[src/hw/rtl/assert_macros.svh]
// ---------------------------------------------------------------------------
// Assertion macros
// Shared concurrent assertion helpers; define ASSERT_OFF to compile them out.
// ---------------------------------------------------------------------------
`ifndef ASSERT_MACROS_SVH
`define ASSERT_MACROS_SVH

`ifndef ASSERT_OFF
// Same-cycle implication, disabled while reset is held
`define ASSERT_IMPLIES(label, clk, rst_n, ante, cons) \
    label: assert property (@(posedge clk) disable iff (!rst_n) (ante) |-> (cons)) \
        else $error("assertion failed: implication");
// Next-cycle implication, disabled while reset is held
`define ASSERT_NEXT(label, clk, rst_n, ante, cons) \
    label: assert property (@(posedge clk) disable iff (!rst_n) (ante) |=> (cons)) \
        else $error("assertion failed: next-cycle implication");
`else
`define ASSERT_IMPLIES(label, clk, rst_n, ante, cons)
`define ASSERT_NEXT(label, clk, rst_n, ante, cons)
`endif

`endif

[src/hw/rtl/lwfs_pkg.sv]
// ---------------------------------------------------------------------------
// lwfs_pkg
// Types, widths and opcodes shared by the window fill streamer modules.
// ---------------------------------------------------------------------------
package lwfs_pkg;

    localparam int COORD_W     = 16;
    localparam int CFG_W       = 9;
    localparam int CFG_IDX_W   = 1;
    localparam int BYTE_W      = 8;
    localparam int POS_W       = 4;
    localparam int IN_DATA_W   = 80;
    localparam int MAX_SIDE_DEF = 320;

    // Controller opcodes
    localparam logic [BYTE_W-1:0] OP_COLUMN_SET   = 8'h2A;
    localparam logic [BYTE_W-1:0] OP_ROW_SET      = 8'h2B;
    localparam logic [BYTE_W-1:0] OP_MEMORY_WRITE = 8'h2C;

    // Input beat kinds
    localparam logic CMD_START = 1'b0;
    localparam logic CMD_TICK  = 1'b1;

    // Configuration register indexes
    localparam logic [CFG_IDX_W-1:0] CFG_IDX_SCREEN_W = 1'b0;
    localparam logic [CFG_IDX_W-1:0] CFG_IDX_SCREEN_H = 1'b1;

    localparam logic [CFG_W-1:0] SCREEN_W_RESET = 9'd240;
    localparam logic [CFG_W-1:0] SCREEN_H_RESET = 9'd320;

    // Largest side the registers can actually hold after saturation
    function automatic int side_cap(input int max_side);
        int full;
        full = (1 << CFG_W) - 1;
        return (max_side < full) ? max_side : full;
    endfunction

    // Byte position within a transfer
    typedef enum logic [POS_W-1:0] {
        POS_COL_OP,
        POS_COL_SH,
        POS_COL_SL,
        POS_COL_EH,
        POS_COL_EL,
        POS_ROW_OP,
        POS_ROW_SH,
        POS_ROW_SL,
        POS_ROW_EH,
        POS_ROW_EL,
        POS_MEM_OP,
        POS_PIXELS
    } hdr_pos_t;

    // Clipped address window for one start beat
    typedef struct packed {
        logic               drop;
        logic [COORD_W-1:0] col_start;
        logic [COORD_W-1:0] col_end;
        logic [COORD_W-1:0] row_start;
        logic [COORD_W-1:0] row_end;
        logic [CFG_W-1:0]   width;
        logic [CFG_W-1:0]   height;
    } window_t;

    // Sequencer status
    typedef struct packed {
        logic     busy;
        logic     mul_pend;
        hdr_pos_t byte_pos;
    } seq_status_t;

endpackage

[src/hw/rtl/lwfs_cfg_regs.sv]
// ---------------------------------------------------------------------------
// lwfs_cfg_regs
// Screen size registers with saturation to the largest supported side.
// ---------------------------------------------------------------------------
module lwfs_cfg_regs #(
    parameter int MAX_SIDE = lwfs_pkg::MAX_SIDE_DEF
) (
    input  logic                           aclk,
    input  logic                           aresetn,
    input  logic                           cfg_wr_en,
    input  logic [lwfs_pkg::CFG_IDX_W-1:0] cfg_index,
    input  logic [lwfs_pkg::CFG_W-1:0]     cfg_wr_data,
    output logic [lwfs_pkg::CFG_W-1:0]     screen_w,
    output logic [lwfs_pkg::CFG_W-1:0]     screen_h
);
    import lwfs_pkg::*;

    localparam int SIDE_CAP = side_cap(MAX_SIDE);

    logic [CFG_W-1:0] wr_sat;
    logic [CFG_W-1:0] screen_w_reg;
    logic [CFG_W-1:0] screen_h_reg;

    // Clamp oversized writes
    always_comb begin
        if (32'(cfg_wr_data) > SIDE_CAP) begin
            wr_sat = CFG_W'(SIDE_CAP);
        end else begin
            wr_sat = cfg_wr_data;
        end
    end

    // Hold the screen size
    always_ff @(posedge aclk) begin
        if (!aresetn) begin
            screen_w_reg <= SCREEN_W_RESET;
            screen_h_reg <= SCREEN_H_RESET;
        end else if (cfg_wr_en) begin
            case (cfg_index)
                CFG_IDX_SCREEN_W: screen_w_reg <= wr_sat;
                CFG_IDX_SCREEN_H: screen_h_reg <= wr_sat;
                default: ;
            endcase
        end
    end

    assign screen_w = screen_w_reg;
    assign screen_h = screen_h_reg;

endmodule

[src/hw/rtl/lwfs_window_clip.sv]
// ---------------------------------------------------------------------------
// lwfs_window_clip
// Checks a rectangle against the screen and clips its extent to the edge.
// ---------------------------------------------------------------------------
module lwfs_window_clip (
    input  logic [lwfs_pkg::CFG_W-1:0]   screen_w,
    input  logic [lwfs_pkg::CFG_W-1:0]   screen_h,
    input  logic [lwfs_pkg::COORD_W-1:0] rect_x,
    input  logic [lwfs_pkg::COORD_W-1:0] rect_y,
    input  logic [lwfs_pkg::COORD_W-1:0] rect_w,
    input  logic [lwfs_pkg::COORD_W-1:0] rect_h,
    output lwfs_pkg::window_t            win
);
    import lwfs_pkg::*;

    logic [COORD_W:0]   x_far;
    logic [COORD_W:0]   y_far;
    logic [CFG_W-1:0]   w_clip;
    logic [CFG_W-1:0]   h_clip;

    // Far edges, one bit wider so they cannot wrap
    assign x_far = {1'b0, rect_x} + {1'b0, rect_w} - (COORD_W+1)'(1);
    assign y_far = {1'b0, rect_y} + {1'b0, rect_h} - (COORD_W+1)'(1);

    // Clip a non-zero extent that runs past the edge
    always_comb begin
        if (rect_w != '0 && x_far >= (COORD_W+1)'(screen_w)) begin
            w_clip = screen_w - rect_x[CFG_W-1:0];
        end else begin
            w_clip = rect_w[CFG_W-1:0];
        end
        if (rect_h != '0 && y_far >= (COORD_W+1)'(screen_h)) begin
            h_clip = screen_h - rect_y[CFG_W-1:0];
        end else begin
            h_clip = rect_h[CFG_W-1:0];
        end
    end

    // Assemble the window; a zero extent gives end = start - 1
    always_comb begin
        win.drop      = (rect_x >= COORD_W'(screen_w)) || (rect_y >= COORD_W'(screen_h));
        win.col_start = rect_x;
        win.col_end   = rect_x + COORD_W'(w_clip) - COORD_W'(1);
        win.row_start = rect_y;
        win.row_end   = rect_y + COORD_W'(h_clip) - COORD_W'(1);
        win.width     = w_clip;
        win.height    = h_clip;
    end

endmodule

[src/hw/rtl/lwfs_byte_seq.sv]
// ---------------------------------------------------------------------------
// lwfs_byte_seq
// Transfer state: latches a window on start and yields one byte per tick.
// ---------------------------------------------------------------------------
module lwfs_byte_seq #(
    parameter int PIX_W = 17
) (
    input  logic                          aclk,
    input  logic                          aresetn,
    input  logic                          step,
    input  logic                          cmd,
    input  lwfs_pkg::window_t             win,
    input  logic [lwfs_pkg::COORD_W-1:0]  color,
    output logic                          res_valid,
    output logic [lwfs_pkg::BYTE_W-1:0]   res_byte,
    output logic                          res_is_data,
    output logic                          res_last,
    output lwfs_pkg::seq_status_t         status
);
    import lwfs_pkg::*;

    // Control state
    logic     busy_reg, busy_next;
    logic     low_half_reg, low_half_next;
    logic     mul_pend_reg, mul_pend_next;
    hdr_pos_t pos_reg, pos_next;

    // Payload state
    logic [COORD_W-1:0] col_start_reg, col_start_next;
    logic [COORD_W-1:0] col_end_reg, col_end_next;
    logic [COORD_W-1:0] row_start_reg, row_start_next;
    logic [COORD_W-1:0] row_end_reg, row_end_next;
    logic [COORD_W-1:0] color_reg, color_next;
    logic [CFG_W-1:0]   width_reg, width_next;
    logic [CFG_W-1:0]   height_reg, height_next;
    logic [PIX_W-1:0]   pixels_reg, pixels_next;

    logic [2*CFG_W-1:0] pix_product;
    logic [PIX_W-1:0]   pix_dec;
    logic               tick;

    assign tick        = step && (cmd == CMD_TICK) && busy_reg;
    assign pix_product = (2*CFG_W)'(width_reg) * (2*CFG_W)'(height_reg);
    assign pix_dec     = (pixels_reg != '0) ? pixels_reg - PIX_W'(1) : pixels_reg;

    // Output byte for the current position
    always_comb begin
        res_valid   = tick;
        res_is_data = 1'b1;
        res_last    = 1'b0;
        case (pos_reg)
            POS_COL_OP: begin
                res_byte    = OP_COLUMN_SET;
                res_is_data = 1'b0;
            end
            POS_COL_SH: res_byte = col_start_reg[15:8];
            POS_COL_SL: res_byte = col_start_reg[7:0];
            POS_COL_EH: res_byte = col_end_reg[15:8];
            POS_COL_EL: res_byte = col_end_reg[7:0];
            POS_ROW_OP: begin
                res_byte    = OP_ROW_SET;
                res_is_data = 1'b0;
            end
            POS_ROW_SH: res_byte = row_start_reg[15:8];
            POS_ROW_SL: res_byte = row_start_reg[7:0];
            POS_ROW_EH: res_byte = row_end_reg[15:8];
            POS_ROW_EL: res_byte = row_end_reg[7:0];
            POS_MEM_OP: begin
                res_byte    = OP_MEMORY_WRITE;
                res_is_data = 1'b0;
                res_last    = (pixels_reg == '0);
            end
            POS_PIXELS: begin
                res_byte = low_half_reg ? color_reg[7:0] : color_reg[15:8];
                res_last = low_half_reg && (pix_dec == '0);
            end
            default: begin
                res_byte    = OP_MEMORY_WRITE;
                res_is_data = 1'b0;
            end
        endcase
    end

    // Next state
    always_comb begin
        busy_next      = busy_reg;
        low_half_next  = low_half_reg;
        mul_pend_next  = 1'b0;
        pos_next       = pos_reg;
        col_start_next = col_start_reg;
        col_end_next   = col_end_reg;
        row_start_next = row_start_reg;
        row_end_next   = row_end_reg;
        color_next     = color_reg;
        width_next     = width_reg;
        height_next    = height_reg;
        pixels_next    = pixels_reg;

        // Pixel count lands in the cycle after the start, well before it is read
        if (mul_pend_reg) begin
            pixels_next = PIX_W'(pix_product);
        end

        if (step && cmd == CMD_START) begin
            // Latch a new window; drop starts while busy or off screen
            if (!busy_reg && !win.drop) begin
                busy_next      = 1'b1;
                low_half_next  = 1'b0;
                mul_pend_next  = 1'b1;
                pos_next       = POS_COL_OP;
                col_start_next = win.col_start;
                col_end_next   = win.col_end;
                row_start_next = win.row_start;
                row_end_next   = win.row_end;
                color_next     = color;
                width_next     = win.width;
                height_next    = win.height;
            end
        end else if (tick) begin
            if (res_last) begin
                busy_next     = 1'b0;
                low_half_next = 1'b0;
                pos_next      = POS_COL_OP;
                pixels_next   = pix_dec;
            end else if (pos_reg == POS_PIXELS) begin
                low_half_next = !low_half_reg;
                if (low_half_reg) begin
                    pixels_next = pix_dec;
                end
            end else begin
                pos_next = hdr_pos_t'(pos_reg + POS_W'(1));
            end
        end
    end

    // Control registers
    always_ff @(posedge aclk) begin
        if (!aresetn) begin
            busy_reg     <= 1'b0;
            low_half_reg <= 1'b0;
            mul_pend_reg <= 1'b0;
            pos_reg      <= POS_COL_OP;
        end else begin
            busy_reg     <= busy_next;
            low_half_reg <= low_half_next;
            mul_pend_reg <= mul_pend_next;
            pos_reg      <= pos_next;
        end
    end

    // Payload registers
    always_ff @(posedge aclk) begin
        col_start_reg <= col_start_next;
        col_end_reg   <= col_end_next;
        row_start_reg <= row_start_next;
        row_end_reg   <= row_end_next;
        color_reg     <= color_next;
        width_reg     <= width_next;
        height_reg    <= height_next;
        pixels_reg    <= pixels_next;
    end

    assign status.busy     = busy_reg;
    assign status.mul_pend = mul_pend_reg;
    assign status.byte_pos = pos_reg;

endmodule

[src/hw/rtl/lcd_window_fill_streamer.sv]
// ---------------------------------------------------------------------------
// lcd_window_fill_streamer
// Address window rectangle fill: streams header and pixel bytes per tick.
// ---------------------------------------------------------------------------
// Path: a tick beat passes the input register, then the result register, before
//   its byte shows on m_tdata. Throughput: one beat per cycle unless m_tready
//   holds the result register, set by the single pass through the byte
//   sequencer; the pixel count multiply sits in the cycle after a start.
// Reset: aresetn synchronous, active low; the block comes up idle with a
//   240 x 320 screen and empty input and result registers.
`include "assert_macros.svh"

module lcd_window_fill_streamer #(
    parameter int MAX_SIDE = lwfs_pkg::MAX_SIDE_DEF
) (
    input  logic                           aclk,
    input  logic                           aresetn,
    // Configuration write port
    input  logic                           cfg_wr_en,
    input  logic [lwfs_pkg::CFG_IDX_W-1:0] cfg_index,
    input  logic [lwfs_pkg::CFG_W-1:0]     cfg_wr_data,
    // Command and tick beats
    input  logic                           s_tvalid,
    output logic                           s_tready,
    // rect_x [15:0], rect_y [31:16], rect_w [47:32], rect_h [63:48], color [79:64]
    input  logic [lwfs_pkg::IN_DATA_W-1:0] s_tdata,
    // cmd [0]
    input  logic                           s_tuser,
    // Byte beats to the display controller
    output logic                           m_tvalid,
    input  logic                           m_tready,
    // out_byte [7:0]
    output logic [lwfs_pkg::BYTE_W-1:0]    m_tdata,
    // is_data [0]
    output logic                           m_tuser,
    output logic                           m_tlast
);
    import lwfs_pkg::*;

    localparam int SIDE_CAP = side_cap(MAX_SIDE);
    localparam int PIX_W    = $clog2(SIDE_CAP * SIDE_CAP + 1);

    logic                 in_valid_reg;
    logic                 in_cmd_reg;
    logic [IN_DATA_W-1:0] in_data_reg;
    logic                 advance;

    logic [CFG_W-1:0]     screen_w;
    logic [CFG_W-1:0]     screen_h;
    window_t              win;
    seq_status_t          seq_stat;

    logic                 res_valid;
    logic [BYTE_W-1:0]    res_byte;
    logic                 res_is_data;
    logic                 res_last;

    logic                 m_valid_reg;
    logic [BYTE_W-1:0]    m_byte_reg;
    logic                 m_is_data_reg;
    logic                 m_last_reg;

    // Advance the held beat when the result register has room
    assign advance  = in_valid_reg && (!m_valid_reg || m_tready);
    assign s_tready = !in_valid_reg || advance;

    // Input register
    always_ff @(posedge aclk) begin
        if (!aresetn) begin
            in_valid_reg <= 1'b0;
        end else if (s_tready) begin
            in_valid_reg <= s_tvalid;
        end
    end

    always_ff @(posedge aclk) begin
        if (s_tvalid && s_tready) begin
            in_cmd_reg  <= s_tuser;
            in_data_reg <= s_tdata;
        end
    end

    lwfs_cfg_regs #(
        .MAX_SIDE (MAX_SIDE)
    ) u_cfg (
        .aclk        (aclk),
        .aresetn     (aresetn),
        .cfg_wr_en   (cfg_wr_en),
        .cfg_index   (cfg_index),
        .cfg_wr_data (cfg_wr_data),
        .screen_w    (screen_w),
        .screen_h    (screen_h)
    );

    lwfs_window_clip u_clip (
        .screen_w (screen_w),
        .screen_h (screen_h),
        .rect_x   (in_data_reg[15:0]),
        .rect_y   (in_data_reg[31:16]),
        .rect_w   (in_data_reg[47:32]),
        .rect_h   (in_data_reg[63:48]),
        .win      (win)
    );

    lwfs_byte_seq #(
        .PIX_W (PIX_W)
    ) u_seq (
        .aclk        (aclk),
        .aresetn     (aresetn),
        .step        (advance),
        .cmd         (in_cmd_reg),
        .win         (win),
        .color       (in_data_reg[79:64]),
        .res_valid   (res_valid),
        .res_byte    (res_byte),
        .res_is_data (res_is_data),
        .res_last    (res_last),
        .status      (seq_stat)
    );

    // Result register
    always_ff @(posedge aclk) begin
        if (!aresetn) begin
            m_valid_reg <= 1'b0;
        end else if (advance) begin
            m_valid_reg <= res_valid;
        end else if (m_tready) begin
            m_valid_reg <= 1'b0;
        end
    end

    always_ff @(posedge aclk) begin
        if (advance && res_valid) begin
            m_byte_reg    <= res_byte;
            m_is_data_reg <= res_is_data;
            m_last_reg    <= res_last;
        end
    end

    assign m_tvalid = m_valid_reg;
    assign m_tdata  = m_byte_reg;
    assign m_tuser  = m_is_data_reg;
    assign m_tlast  = m_last_reg;

    // Checks on the sequencer
    `ASSERT_NEXT(a_last_ends_fill, aclk, aresetn, advance && res_valid && res_last, !seq_stat.busy)
    `ASSERT_IMPLIES(a_mul_after_start, aclk, aresetn, seq_stat.mul_pend, seq_stat.busy && seq_stat.byte_pos == POS_COL_OP)
    `ASSERT_IMPLIES(a_idle_at_header, aclk, aresetn, !seq_stat.busy, seq_stat.byte_pos == POS_COL_OP)

endmodule
[config.mk]
export PLATFORM = sky130hd
export DESIGN_NAME = lcd_window_fill_streamer
export DESIGN_NICKNAME = d
export VERILOG_FILES = /design/src/hw/rtl/lwfs_pkg.sv /design/src/hw/rtl/lwfs_cfg_regs.sv /design/src/hw/rtl/lwfs_window_clip.sv /design/src/hw/rtl/lwfs_byte_seq.sv /design/src/hw/rtl/lcd_window_fill_streamer.sv
export VERILOG_INCLUDE_DIRS = /design/src /design/src/hw/rtl
export SDC_FILE = /design/constraint.sdc
export NUM_CORES = 1
export LEC_CHECK = 0
export BUFFER_PORTS_ARGS = -buffer_cell sky130_fd_sc_hd__clkbuf_2
export CAP_MARGIN = 10
export CORE_MARGIN = 3
export CORE_UTILIZATION = 45
export DETAILED_ROUTE_END_ITERATION = 12
export HOLD_SLACK_MARGIN = 0.05
export PLACE_DENSITY = 0.59
export SLEW_MARGIN = 20
export SYNTH_ARGS = -nofsm -noshare
export SYNTH_HDL_FRONTEND = slang
export SYNTH_SLANG_ARGS = --single-unit
[constraint.sdc]
create_clock -name aclk -period 18 [get_ports aclk]
set_clock_uncertainty 0.15 [all_clocks]
set_input_delay 0.9 -clock aclk [delete_from_list [all_inputs] [get_ports aclk]]
set_output_delay 0.9 -clock aclk [all_outputs]
set_load 0.01 [all_outputs]
[Yosys cells after proc, flatten, opt, wreduce, memory -nomap -nowiden]
Index checks and enable logic that the tools add are counted.
Word-level totals
  bits in registers: 233
  bits of input ports: 96
  output and inout port bits: 12
  word-level logic and storage cells: 121
Operators by class
  $add $sub $neg: 12
  $mul: 1
  $lt $le $gt $ge: 5
  equal/unequal tests: 13
  mux-type cells: 31
  bitwise logic cells: 2
  reduce and logical (&&, ||, !) cells: 36
Operators with widths (number)
  2-to-1 mux 17 bit: 7
  one-hot mux 8 bit (11 select lines): 1
  subtractor 17 x 1 -> 17 bit, second input constant: 3
  adder 16 x 16 -> 17 bit: 2
  >= comparator 17 x 9 -> 1 bit: 2
  zero test 17 bit: 2
  adder 16 x 9 -> 16 bit: 2
  >= comparator 16 x 9 -> 1 bit: 2
  nonzero test 16 bit: 2
  subtractor 16 x 1 -> 16 bit, second input constant: 2
  2-to-1 mux 9 bit: 3
  2-to-1 mux 4 bit: 5
  subtractor 9 bit: 2
  multiplier 9 x 9 -> 17 bit: 1
  nonzero test 17 bit: 1
  equality test 4 x 3 -> 1 bit, second input constant: 4
  equality test 4 bit, second input constant: 4
  2-to-1 mux 1 bit: 13
  logical AND 1 bit: 10
  greater-than comparator 9 bit, second input constant: 1
  AND reduction 3 bit: 3
  OR reduction 9 bit: 1
  equality test 4 x 2 -> 1 bit, second input constant: 2
  2-to-1 mux 8 bit: 1
  other kinds (12): 24

[Longest topological paths before layout]
Gate-level depths: netlist (run 1).
  word-level depth: 8
  depth in mapped cells: 33
  gate-level depth less buffers: 32

[Hierarchy]
Synthesis (run 1) repeated with hierarchy kept, for this count alone.
Unflattened totals
  cells, all modules: 1798
  area, all modules: 17579.4 um2
Modules (own cells, without submodules)
  lwfs_byte_seq: times used 1, cells each 725, area an instance 7828.8 um2, seq. area each 3423.3 um2
  lwfs_window_clip: times used 1, cells each 884, area an instance 6200.9 um2, seq. area each 0.0 um2
  lcd_window_fill_streamer: times used 1, cells each 104, area an instance 2845.2 um2, seq. area each 2772.7 um2
  lwfs_cfg_regs: times used 1, cells each 85, area an instance 704.4 um2, seq. area each 360.3 um2

[Worst setup path after synthesis (run 1)]
OpenSTA, ideal clock, no wires.
  path type: reg2reg
  start point: register in_data_reg[1]
  end point: register u_seq.col_end_reg[15], data pin
  library setup time: 0.262 ns
  arrival time: 6.079 ns
  required time: 17.588 ns
  path slack: 11.509 ns
  cell stages (with the launch flop): 33
  buffers on the path: 1
  clock period less this slack: 6.491 ns
  cells stage by stage: edfxtp_1 -> inv_1 -> ha_1 -> inv_1 -> ha_1 -> inv_1 -> fa_1 -> nor2b_1 -> o31a_1 -> o31a_1 -> a21oi_1 -> ha_1 -> and4_1 -> a2111oi_0 -> nand3_1 -> nor3_1 -> nand4_1 -> clkbuf_1 -> nor2_1 -> a21oi_1 -> ha_1 -> inv_1 -> ha_1 -> fa_1 -> a21o_1 -> a21oi_1 -> o21bai_1 -> a31oi_1 -> o21ai_0 -> o41ai_1 -> o21bai_1 -> a21oi_1 -> xor2_1
RTL lines
  start, declared: RTL line lcd_window_fill_streamer.sv:45  | logic [IN_DATA_W-1:0] in_data_reg;
  start signal, assigned: RTL line lcd_window_fill_streamer.sv:79  | in_data_reg <= s_tdata;
  end signal, assigned: RTL line lwfs_byte_seq.sv:154  | col_end_reg <= col_end_next;
  end, declared: RTL line lwfs_byte_seq.sv:30  | logic [COORD_W-1:0] col_end_reg, col_end_next;

==> run metrics, run 1 <==
Sink Count 233; total power density per cell area 89.1 mW/mm^2; setup repair after global routing missed its margin false; Hold Vio Cnt, Final 0; CP Max Fanout 22; final critical-path required period 7850 ps; peak supply drop 69.4 uV; final worst-path cycle share 43.6%; total length of routed wires 43200 um; Initial Util 46.1%; fraction of synthesized area in multiplexers 1.15%; number of warning messages in the yosys log 0; pin slew with the least headroom to its limit 1070 ps; CTS max path bufs 3; Placed Area 0.0180 mm^2; Buffers on Ports 107; total number of nets in the final design 2168; PnR worst setup slack 10150 ps; detailed-route wire length per cell 18.6 um; register bit count reported by yosys 233; Pre-antenna DRT Iters 5; IO Pins 108; hold buffer count at CTS 0; max_cap viols 0; distinct cell type count after synthesis 79; area share of and/or/nand/nor cells after synthesis 12.4%; Post-Synthesis Cells 1711; Starting DRT DRC Count 900; number of standard cells in the layout, taps in and fillers out 2331; Mean Syn Cell Area 9.92 um^2; detail-routed via count per cell 5.43; Horiz. Die Dim 200 um; layout cell share with drive strength beyond 1 10.2%; delay of the slowest cell on the worst path 680 ps; met2 routing resource usage after global routing 35.6%; std cell rows 70; flip-flop count of the largest register, all copies and words added 80; number of buffers added for setup after CTS 0; leakage power 8.41 nW; Max Clk Rate 0.127 GHz; total clock buffers created by CTS 28; Post-Synth Adder-Cell Area 22.0%; post-cts gate resize count 0; crit start category register; class of the tightest hold or removal check register to register; library cell contributing the largest single delay on the critical path sky130_fd_sc_hd__nand4_1; summed instance area of the synthesized netlist 0.0170 mm^2; number of enable-type register cells in the synthesized netlist 189; nets in the synthesized netlist 2073; total routing resource utilization after global routing 21.2%; DRC violations left 0; setup total negative slack 0 ps; XOR/XNOR Fraction of Synth Area 3.40%; Max Slew Vio Count 0; global-route wire length before repair 68300 um; tightest hold margin 270 ps; largest family of logic cells by synthesized area adder cells; H-tree depth reported by CTS 1; most repeated library cell on the critical path sky130_fd_sc_hd__ha_1; final RePlAce weighted congestion 0.942; Finish-stage setup viols 0; worst max-slew margin expressed relative to the limit 28.3%; met3 usage 2.73%; Data arrival, critical path 8020 ps; GR Layer Usage met1 28.9%; worst setup timing slack at the placement stage 10210 ps; initial antenna violation count 2; required arrival time at the worst endpoint 18160 ps; kind of end point of the critical path register; number of cells after detailed placement 2280; run status completed; die footprint 0.0401 mm^2; insertion delay of the later-clocked pin in the worst-skew pair 560 ps; Top Usage Layer GRT met2; Core Footprint 0.0369 mm^2; maximum number of pins on one net before global-route repair 78; remaining global-route overflow 0; total via count in the routed design 12.7k; WS Path Type register to register; half-perimeter wire length after placement 34200 um; CTS tree yes; portion of the post-synthesis area used by sequential elements 38.6%; clock root cell sky130_fd_sc_hd__clkbuf_16; clock-pin transition on the worst setup and hold timing paths 60 ps; Synth async-reset ratio 0%; Synth Area in Compound Gates 14.8%; ANT nets after route 0; via count of the first global-routing pass 12.5k; die height 200 um; flip-flop cell with the highest count after synthesis sky130_fd_sc_hd__edfxtp_1; final cell area excluding filler cells 0.0189 mm^2; ant diodes 0; layout overhead on the synthesized area 11.3%
==> Yosys cell counts, drive strengths merged, types with 27 or more instances <==
cell | count | area share [%]
inv | 289 | 6.4
ha | 211 | 16
edfxtp | 189 | 33
nand2 | 133 | 2.9
a21oi | 80 | 2.4
o21ai | 72 | 2.1
nor2 | 69 | 1.6
fa | 55 | 6.5
dfxtp | 44 | 5.2
clkbuf | 43 | 0.95
a21o | 41 | 1.8
nand3 | 40 | 1.3
and2 | 39 | 1.5
xor2 | 34 | 1.8
xnor2 | 32 | 1.7
a31oi | 27 | 1.0
nor3 | 27 | 0.80
==> worst max-delay path: cells and delay by family, from the launching register on <==
| kind | cells | cell delay [ps] |
|---|---|---|
| multiplexers | 1 | 220 |
| flip-flops | 1 | 400 |
| buffers and inverters | 4 | 350 |
| AO/OA/AOI/OAI | 14 | 2800 |
| adder cells (fa/ha/maj) | 7 | 1930 |
| AND/OR/NAND/NOR | 5 | 1650 |
| XOR/XNOR | 1 | 80 |
==> power by group <==
group,internal [W],leakage (nW),switching [W]
clock,0.000313,0.444,0.000229
sequential,0.000624,2.10,0.0000216
combinational,0.000212,5.86,0.000283
total,0.00115,8.41,0.000534
==> final timing paths <==
kind	start	endpoint	slack [ps]	cells after the start
max	in_data_reg[1]	u_seq.col_end_reg[15]	10150	32
min	in_data_reg[75]	u_seq.color_reg[11]	270	0
max reg2reg	in_data_reg[1]	u_seq.col_end_reg[15]	10150	32
min reg2reg	in_data_reg[75]	u_seq.color_reg[11]	270	0
==> per-stage QoR <==
| stage | util [%] | power [W] |
|---|---|---|
| floorplan | - | 0.00102 |
| global placement | 48.8 | 0.00115 |
| detailed placement | 48.8 | 0.00115 |
| CTS | 51.2 | 0.00170 |
| global route | 51.2 | 0.00179 |
| finish | 51.2 | 0.00168 |
==> cells in the final DEF, fill, tap and decap left out, types with 7 or more instances in the layout <==
master	count
sky130_fd_sc_hd__o21ai_0	62
sky130_fd_sc_hd__ha_1	211
sky130_fd_sc_hd__nor4_1	11
sky130_fd_sc_hd__a21oi_1	79
sky130_fd_sc_hd__nor3_1	27
sky130_fd_sc_hd__a31oi_1	26
sky130_fd_sc_hd__o21bai_1	13
sky130_fd_sc_hd__o21ai_1	10
sky130_fd_sc_hd__nand4_1	18
sky130_fd_sc_hd__o211ai_1	11
sky130_fd_sc_hd__mux2i_1	15
sky130_fd_sc_hd__xor2_1	34
sky130_fd_sc_hd__edfxtp_1	189
sky130_fd_sc_hd__a21o_1	41
sky130_fd_sc_hd__fa_1	55
sky130_fd_sc_hd__nand2b_1	14
sky130_fd_sc_hd__clkbuf_2	107
sky130_fd_sc_hd__a221oi_1	11
sky130_fd_sc_hd__or3_1	9
sky130_fd_sc_hd__o2111ai_1	9
sky130_fd_sc_hd__nor2_1	68
sky130_fd_sc_hd__a22oi_1	8
sky130_fd_sc_hd__nand3_1	35
sky130_fd_sc_hd__o21a_1	23
sky130_fd_sc_hd__clkinv_2	8
sky130_fd_sc_hd__buf_4	7
sky130_fd_sc_hd__a211oi_1	12
sky130_fd_sc_hd__nor2b_1	21
sky130_fd_sc_hd__xnor2_1	32
sky130_fd_sc_hd__a21boi_0	10
sky130_fd_sc_hd__nand2_1	133
sky130_fd_sc_hd__and2_1	37
sky130_fd_sc_hd__inv_1	289
sky130_fd_sc_hd__dfxtp_1	44
sky130_fd_sc_hd__clkbuf_16	29
==> cell families after synthesis <==
kind of cell	after synthesis
buf+inv	338
compound gates	373
simple gates	416
xor+xnor	66
flops	233
mux	19
fa+ha+maj	266
==> routing by layer <==
| layer | share of wire (%) | vias to the layer above |
|---|---|---|
| met5 | 0 | - |
| met4 | 2.7 | 0 |
| met3 | 4.6 | 62 |
| met2 | 47 | 325 |
| met1 | 46 | 6060 |
| li1 | - | 6208 |
==> final cells by class <==
type | count | area, um^2
Clock buffer | 33 | 751
Clock inverter | 18 | 134
Fill cell | 3438 | 18000
Inverter | 289 | 1080
Multi-Input combinational cell | 1140 | 9150
Sequential cell | 233 | 6560
Tap cell | 504 | 631
Timing Repair Buffer | 114 | 588
(Power assumes the default switching activity.)
==> run 2: changes to the inputs <==
clock period = 7.5 ns   (was 18 ns; I/O delays follow)
==> run metrics, run 2 (synthesis gave the netlist of run 1 again) <==
post-layout total power 0.00423 W (was 0.00168 W); die footprint 0.0401 mm^2 (unchanged); total routing resource utilization after global routing 21.6% (was 21.2%); library cell contributing the largest single delay on the critical path sky130_fd_sc_hd__or4_4 (was sky130_fd_sc_hd__nand4_1); final RePlAce weighted congestion 0.918 (was 0.942); leading cell type in the layout, fill and taps excluded sky130_fd_sc_hd__inv_1 (unchanged); Final Util 54.3% (was 51.2%); CP Max Fanout 22 (unchanged); pin slew with the least headroom to its limit 971 ps (was 1070 ps); number of cells after detailed placement 2281 (was 2280); std cell rows 70 (unchanged); flip-flop count of the largest register, all copies and words added 80 (unchanged); Sink Count 233 (unchanged); initial antenna violation count 1 (was 2); total via count in the routed design 12.9k (was 12.7k); delay of the slowest cell on the worst path 530 ps (was 680 ps); area of the multi-input gates 0.00919 mm^2 (was 0.00915 mm^2); clock-pin transition on the worst setup and hold timing paths 60 ps (about the same); most repeated library cell on the critical path sky130_fd_sc_hd__ha_1 (unchanged); layout overhead on the synthesized area 17.9% (was 11.3%); half-perimeter wire length after placement 33900 um (was 34200 um); detailed-route wire length per cell 17.9 um (was 18.6 um); number of cells traversed by the worst register-to-register path 32 (unchanged); Fillers 3340 (was 3438); Hold Vio Cnt, Final 0 (unchanged); worst max-slew margin expressed relative to the limit 35.2% (was 28.3%); die height 200 um (unchanged); DRC violations left 0 (unchanged); final critical-path required period 6960 ps (was 7850 ps); kind of end point of the critical path register (unchanged); number of standard cells in the layout, taps in and fillers out 2430 (was 2331); insertion delay of the later-clocked pin in the worst-skew pair 550 ps (was 560 ps); CTS tree yes (unchanged); Horiz. Die Dim 200 um (unchanged); required arrival time at the worst endpoint 7640 ps (was 18160 ps); peak supply drop 183 uV (was 69.4 uV); final worst-path cycle share 92.8% (was 43.6%); H-tree depth reported by CTS 1 (unchanged); Buffers on Ports 107 (unchanged); total length of routed wires 43600 um (was 43200 um); commonest cells after routing, fill and taps aside 287 x sky130_fd_sc_hd__inv_1, 211 x sky130_fd_sc_hd__ha_1, 189 x sky130_fd_sc_hd__edfxtp_1 (was 289 x sky130_fd_sc_hd__inv_1, 211 x sky130_fd_sc_hd__ha_1, 189 x sky130_fd_sc_hd__edfxtp_1); Hold Path End in_valid_reg (was u_seq.color_reg[11]); launch point of the worst reg-to-reg path in_data_reg[18] (was in_data_reg[1]); max_cap viols 0 (unchanged); ant diodes 0 (unchanged); via count of the first global-routing pass 13.2k (was 12.5k); maximum number of pins on one net before global-route repair 72 (was 78); r2r setup slk 540 ps (was 10150 ps); area used by sequential logic in the layout 0.00656 mm^2 (unchanged); run status completed (unchanged); layout cell share with drive strength beyond 1 10.4% (was 10.2%); detail-routed via count per cell 5.32 (was 5.43); Finish-stage setup viols 0 (unchanged); CTS max path bufs 3 (unchanged); class of the tightest hold or removal check input pin to register (was register to register); crit start category register (unchanged); Max Clk Rate 0.144 GHz (was 0.127 GHz); R2R Path End u_seq.row_end_reg[15] (was u_seq.col_end_reg[15]); Starting DRT DRC Count 756 (was 900); total number of nets in the final design 2266 (was 2168); hold depth 4 (was 0); Initial Util 46.1% (unchanged); global-route wire length before repair 69900 um (was 68300 um); leakage power 8.86 nW (was 8.41 nW); WS Path Type register to register (unchanged); tightest hold margin 99.9 ps (was 270 ps); IO Pins 108 (unchanged); Worst Hold Launch m_tready (was in_data_reg[75]); ANT nets after route 0 (unchanged); Max Slew Vio Count 0 (unchanged); Data arrival, critical path 7100 ps (was 8020 ps); remaining global-route overflow 0 (unchanged); total clock buffers created by CTS 28 (unchanged); total power density per cell area 212 mW/mm^2 (was 89.1 mW/mm^2); clock root cell sky130_fd_sc_hd__clkbuf_16 (unchanged); Pre-antenna DRT Iters 5 (unchanged); Core Footprint 0.0369 mm^2 (unchanged)
## run 2: cell count changes in the layout (fill, tap and decap cells not counted), sizes merged
cell and delta:
inv -3, dlygate4sd3 +94, buf +4, clkinvlp +4, clkinv -3, clkbuf -2, bufinv +5
## run 2: final cells by class
class / instances / area share (%)
Inverter: 289 / 5.42
Tap cell: 504 / 3.15
Timing Repair Buffer: 212 / 7.81
Clock buffer: 31 / 3.66
Sequential cell: 233 / 32.8
Clock inverter: 21 / 1.33
Multi-Input combinational cell: 1140 / 45.9
## run 2: where the power goes
| group | internal [W] | switching [W] |
|---|---|---|
| clock network | 0.000909 | 0.000545 |
| registers | 0.00150 | 0.0000519 |
| logic | 0.000546 | 0.000684 |
## run 2: layer usage
| metal | up-vias | share of wire, % | GRT usage, % | wire [um] |
|---|---|---|---|---|
| met5 | - | 0 | 0 | 0 |
| met4 | 0 | 2.7 | 5.85 | 1160 |
| met3 | 69 | 4.4 | 2.28 | 1910 |
| met2 | 307 | 48 | 37.3 | 20900 |
| met1 | 6165 | 45 | 29.2 | 19600 |
| li1 | 6398 | - | - | - |
## run 2: worst max-delay path, delay by kind of cell, from the launching register on
| kind | cells | cell delay [ps] |
|---|---|---|
| and+or+nand+nor | 3 | 940 |
| buffers and inverters | 5 | 430 |
| DFF | 1 | 370 |
| adders and majority gates | 6 | 1630 |
| AOI/OAI and AO/OA | 16 | 2970 |
| xor gates and xnor gates | 2 | 220 |
## run 2: worst max-delay path by stage
| stage | slack [ps] | end | from |
|---|---|---|---|
| 2_1_floorplan | 1010 | u_seq.col_end_reg[15] | in_data_reg[1] |
| 3_3_place_gp | 470 | u_seq.row_end_reg[15] | in_data_reg[17] |
| 3_5_place_dp | 310 | u_seq.col_end_reg[15] | in_data_reg[1] |
| 4_1_cts | 270 | u_seq.row_end_reg[15] | in_data_reg[17] |
| 5_1_grt | -8 | u_seq.row_end_reg[15] | in_data_reg[17] |
| 6_report | 540 | u_seq.row_end_reg[15] | in_data_reg[18] |
## run 2: repair_timing
action | in CTS | in global routing
setup buffers | 0 | 3
hold buffers | 94 | 0
hold endpoints to repair | 97 | 0
resized for setup | 0 | 12
endpoints found under the setup margin | 0 | 5
## run 2: metrics by stage
stage	cell area (um^2)	TNS (ps)	setup WS [ps]
after global routing	20000	-7.82	-7.82
after floorplan	17000	0	1010
after detailed placement	18000	0	309
final	20000	0	541
after CTS	20000	0	275
after global placement	18000	0	469
==> run 3: changes to the inputs <==
CELL_PAD_IN_SITES_DETAIL_PLACEMENT = 1   (was unset)
CELL_PAD_IN_SITES_GLOBAL_PLACEMENT = 1   (was unset)
PLACE_DENSITY = 0.73   (was 0.59)
==> run metrics, run 3 (synthesis gave the netlist of run 1 again) <==
run status completed (unchanged); crit start category register (unchanged); CTS max path bufs 3 (unchanged); final RePlAce weighted congestion 0.933 (was 0.918); CTS tree yes (unchanged); Clk pwr share 31.2% (was 34.3%); Initial Util 46.1% (unchanged); initial antenna violation count 2 (was 1); Core Footprint 0.0369 mm^2 (unchanged); area of the multi-input gates 0.00920 mm^2 (was 0.00919 mm^2); CP Max Fanout 7 (was 22); Fillers 4138 (was 3340); total clock buffers created by CTS 27 (was 28); clock-pin transition on the worst setup and hold timing paths 60 ps (about the same); setup total negative slack 0 ps (unchanged); critical path's top delay family adder cells (was compound AO/OA/AOI/OAI gates); half-perimeter wire length after placement 37800 um (was 33900 um); launch point of the worst reg-to-reg path in_data_reg[17] (was in_data_reg[18]); ANT nets after route 0 (unchanged); worst max-slew margin expressed relative to the limit 41.4% (was 35.2%); Max Slew Vio Count 0 (unchanged); switching share of power 32.8% (was 30.2%); Hold Vio Cnt, Final 0 (unchanged); total length of routed wires 50500 um (was 43600 um); DRC violations left 0 (unchanged); Buffers on Ports 107 (unchanged); total via count in the routed design 13.4k (was 12.9k); Hold Path End u_cfg.screen_h[8] (was in_valid_reg); Final Util 54.1% (was 54.3%); Pre-antenna DRT Iters 5 (unchanged); commonest cells after routing, fill and taps aside 287 x sky130_fd_sc_hd__inv_1, 211 x sky130_fd_sc_hd__ha_1, 189 x sky130_fd_sc_hd__edfxtp_1 (unchanged); detailed-route wire length per cell 20.8 um (was 17.9 um); H-tree depth reported by CTS 1 (unchanged); total power density per cell area 209 mW/mm^2 (was 212 mW/mm^2); global-route wire length before repair 79400 um (was 69900 um); leakage power 8.81 nW (was 8.86 nW); remaining global-route overflow 0 (unchanged); share of total power in sequential cells 37.3% (was 36.6%); die height 200 um (unchanged); max_cap viols 0 (unchanged); detail-routed via count per cell 5.50 (was 5.32); leading cell type in the layout, fill and taps excluded sky130_fd_sc_hd__inv_1 (unchanged); flip-flop count of the largest register, all copies and words added 80 (unchanged); combinational share of power 31.6% (was 29.0%); post-layout total power 0.00416 W (was 0.00423 W); r2r setup slk 340 ps (was 540 ps); hold depth 3 (was 4); std cell rows 70 (unchanged); most repeated library cell on the critical path sky130_fd_sc_hd__ha_1 (unchanged); Horiz. Die Dim 200 um (unchanged); kind of end point of the critical path register (unchanged); pin slew with the least headroom to its limit 879 ps (was 971 ps); Max Clk Rate 0.140 GHz (was 0.144 GHz); peak supply drop 186 uV (was 183 uV); library cell contributing the largest single delay on the critical path sky130_fd_sc_hd__or4_4 (unchanged); total routing resource utilization after global routing 24.7% (was 21.6%); number of cells traversed by the worst register-to-register path 32 (unchanged); delay of the slowest cell on the worst path 570 ps (was 530 ps); Sink Count 233 (unchanged); via count of the first global-routing pass 14.5k (was 13.2k); number of standard cells in the layout, taps in and fillers out 2435 (was 2430); Starting DRT DRC Count 818 (was 756); Finish-stage setup viols 0 (unchanged); layout cell share with drive strength beyond 1 10.3% (was 10.4%); IO Pins 108 (unchanged); layout overhead on the synthesized area 17.4% (was 17.9%); insertion delay of the later-clocked pin in the worst-skew pair 570 ps (was 550 ps); final worst-path cycle share 95.5% (was 92.8%); cell-internal power 0.00280 W (was 0.00295 W); final critical-path required period 7160 ps (was 6960 ps); maximum number of pins on one net before global-route repair 60 (was 72); R2R Path End u_seq.row_end_reg[15] (unchanged); number of cells after detailed placement 2281 (unchanged); die footprint 0.0401 mm^2 (unchanged); combined buffer and inverter count along the critical path 4 (was 5); area used by sequential logic in the layout 0.00656 mm^2 (unchanged); total number of nets in the final design 2271 (was 2266); switching pwr 0.00137 W (was 0.00128 W); required arrival time at the worst endpoint 7660 ps (was 7640 ps); WS Path Type register to register (unchanged); clock root cell sky130_fd_sc_hd__clkbuf_16 (unchanged); class of the tightest hold or removal check input pin to register (unchanged); Worst Hold Launch aresetn (was m_tready); Data arrival, critical path 7320 ps (was 7100 ps)
run 3: cell count changes in the layout (fill, tap and decap cells not counted), moves of 2 or more:
cell and change:
sky130_fd_sc_hd__a2111oi_1 +2, sky130_fd_sc_hd__buf_4 +3, sky130_fd_sc_hd__bufinv_16 -5, sky130_fd_sc_hd__clkbuf_1 +9
sky130_fd_sc_hd__clkbuf_16 -2, sky130_fd_sc_hd__clkbuf_8 +3, sky130_fd_sc_hd__clkinv_1 -5, sky130_fd_sc_hd__clkinvlp_4 -2
sky130_fd_sc_hd__dlygate4sd3_1 +4
run 3: area by class of cell:
cell class / instances / area share (%)
Antenna cell: 1 / 0.0126
Multi-Input combinational cell: 1140 / 46.1
Clock buffer: 41 / 3.80
Sequential cell: 233 / 32.9
Timing Repair Buffer: 218 / 8.09
Clock inverter: 9 / 0.471
Tap cell: 504 / 3.16
Inverter: 289 / 5.44
run 3: what timing repair did:
item                                   CTS  global route
hold buffers                            98             0
resized for setup                        1            15
pin swaps                                0             9
setup endpoints to repair                1             5
buffers inserted                         0             5
endpoints found under the hold margin   97             0
run 3: per-stage QoR:
stage	area, um^2	hold WS [ps]	setup slack [ps]
2_1_floorplan	17000	250	1010
4_1_cts	19900	84.7	25.1
5_1_grt	19900	126	-12.5
3_5_place_dp	18000	262	59.3
3_3_place_gp	18000	253	467
6_report	19900	103	340
run 3: per-layer routing:
| metal | wire length (um) | vias up | track usage (%) |
|---|---|---|---|
| met5 | 0 | - | 0 |
| met4 | 1930 | 0 | 8.58 |
| met3 | 2120 | 94 | 3.04 |
| met2 | 25300 | 313 | 44.0 |
| met1 | 21200 | 6580 | 31.1 |
| li1 | - | 6403 | - |
run 3: how the worst max path moves through the flow:
stage | startpoint | to | slack (ps) | cells after the start
final | in_data_reg[17] | u_seq.row_end_reg[15] | 340 | 32
after global routing | in_data_reg[17] | u_seq.row_end_reg[15] | -10 | 32
after CTS | in_data_reg[17] | u_seq.row_end_reg[15] | 30 | 31
after detailed placement | in_data_reg[17] | u_seq.row_end_reg[15] | 60 | 31
after global placement | in_data_reg[17] | u_seq.row_end_reg[15] | 470 | 31
after floorplan | in_data_reg[1] | u_seq.col_end_reg[15] | 1010 | 32
run 3: power groups by stage:
stage	sequential [W]	combinational (W)	clock, W
6_report	0.00155	0.00131	0.00130
5_1_grt	0.00156	0.00146	0.00137
4_1_cts	0.00155	0.00127	0.00131
3_5_place_dp	0.00158	0.00121	0
3_3_place_gp	0.00157	0.00117	0
2_1_floorplan	0.00155	0.000893	0
run 3: worst register-to-register path: cells and delay by family (launching register included):
kind / cells / cell delay, ps
AO/OA/AOI/OAI: 11 / 2030
XOR/XNOR: 2 / 260
adder cells (fa/ha/maj): 7 / 2040
buffers and inverters: 4 / 310
flip-flops: 1 / 460
AND/OR/NAND/NOR: 8 / 1670
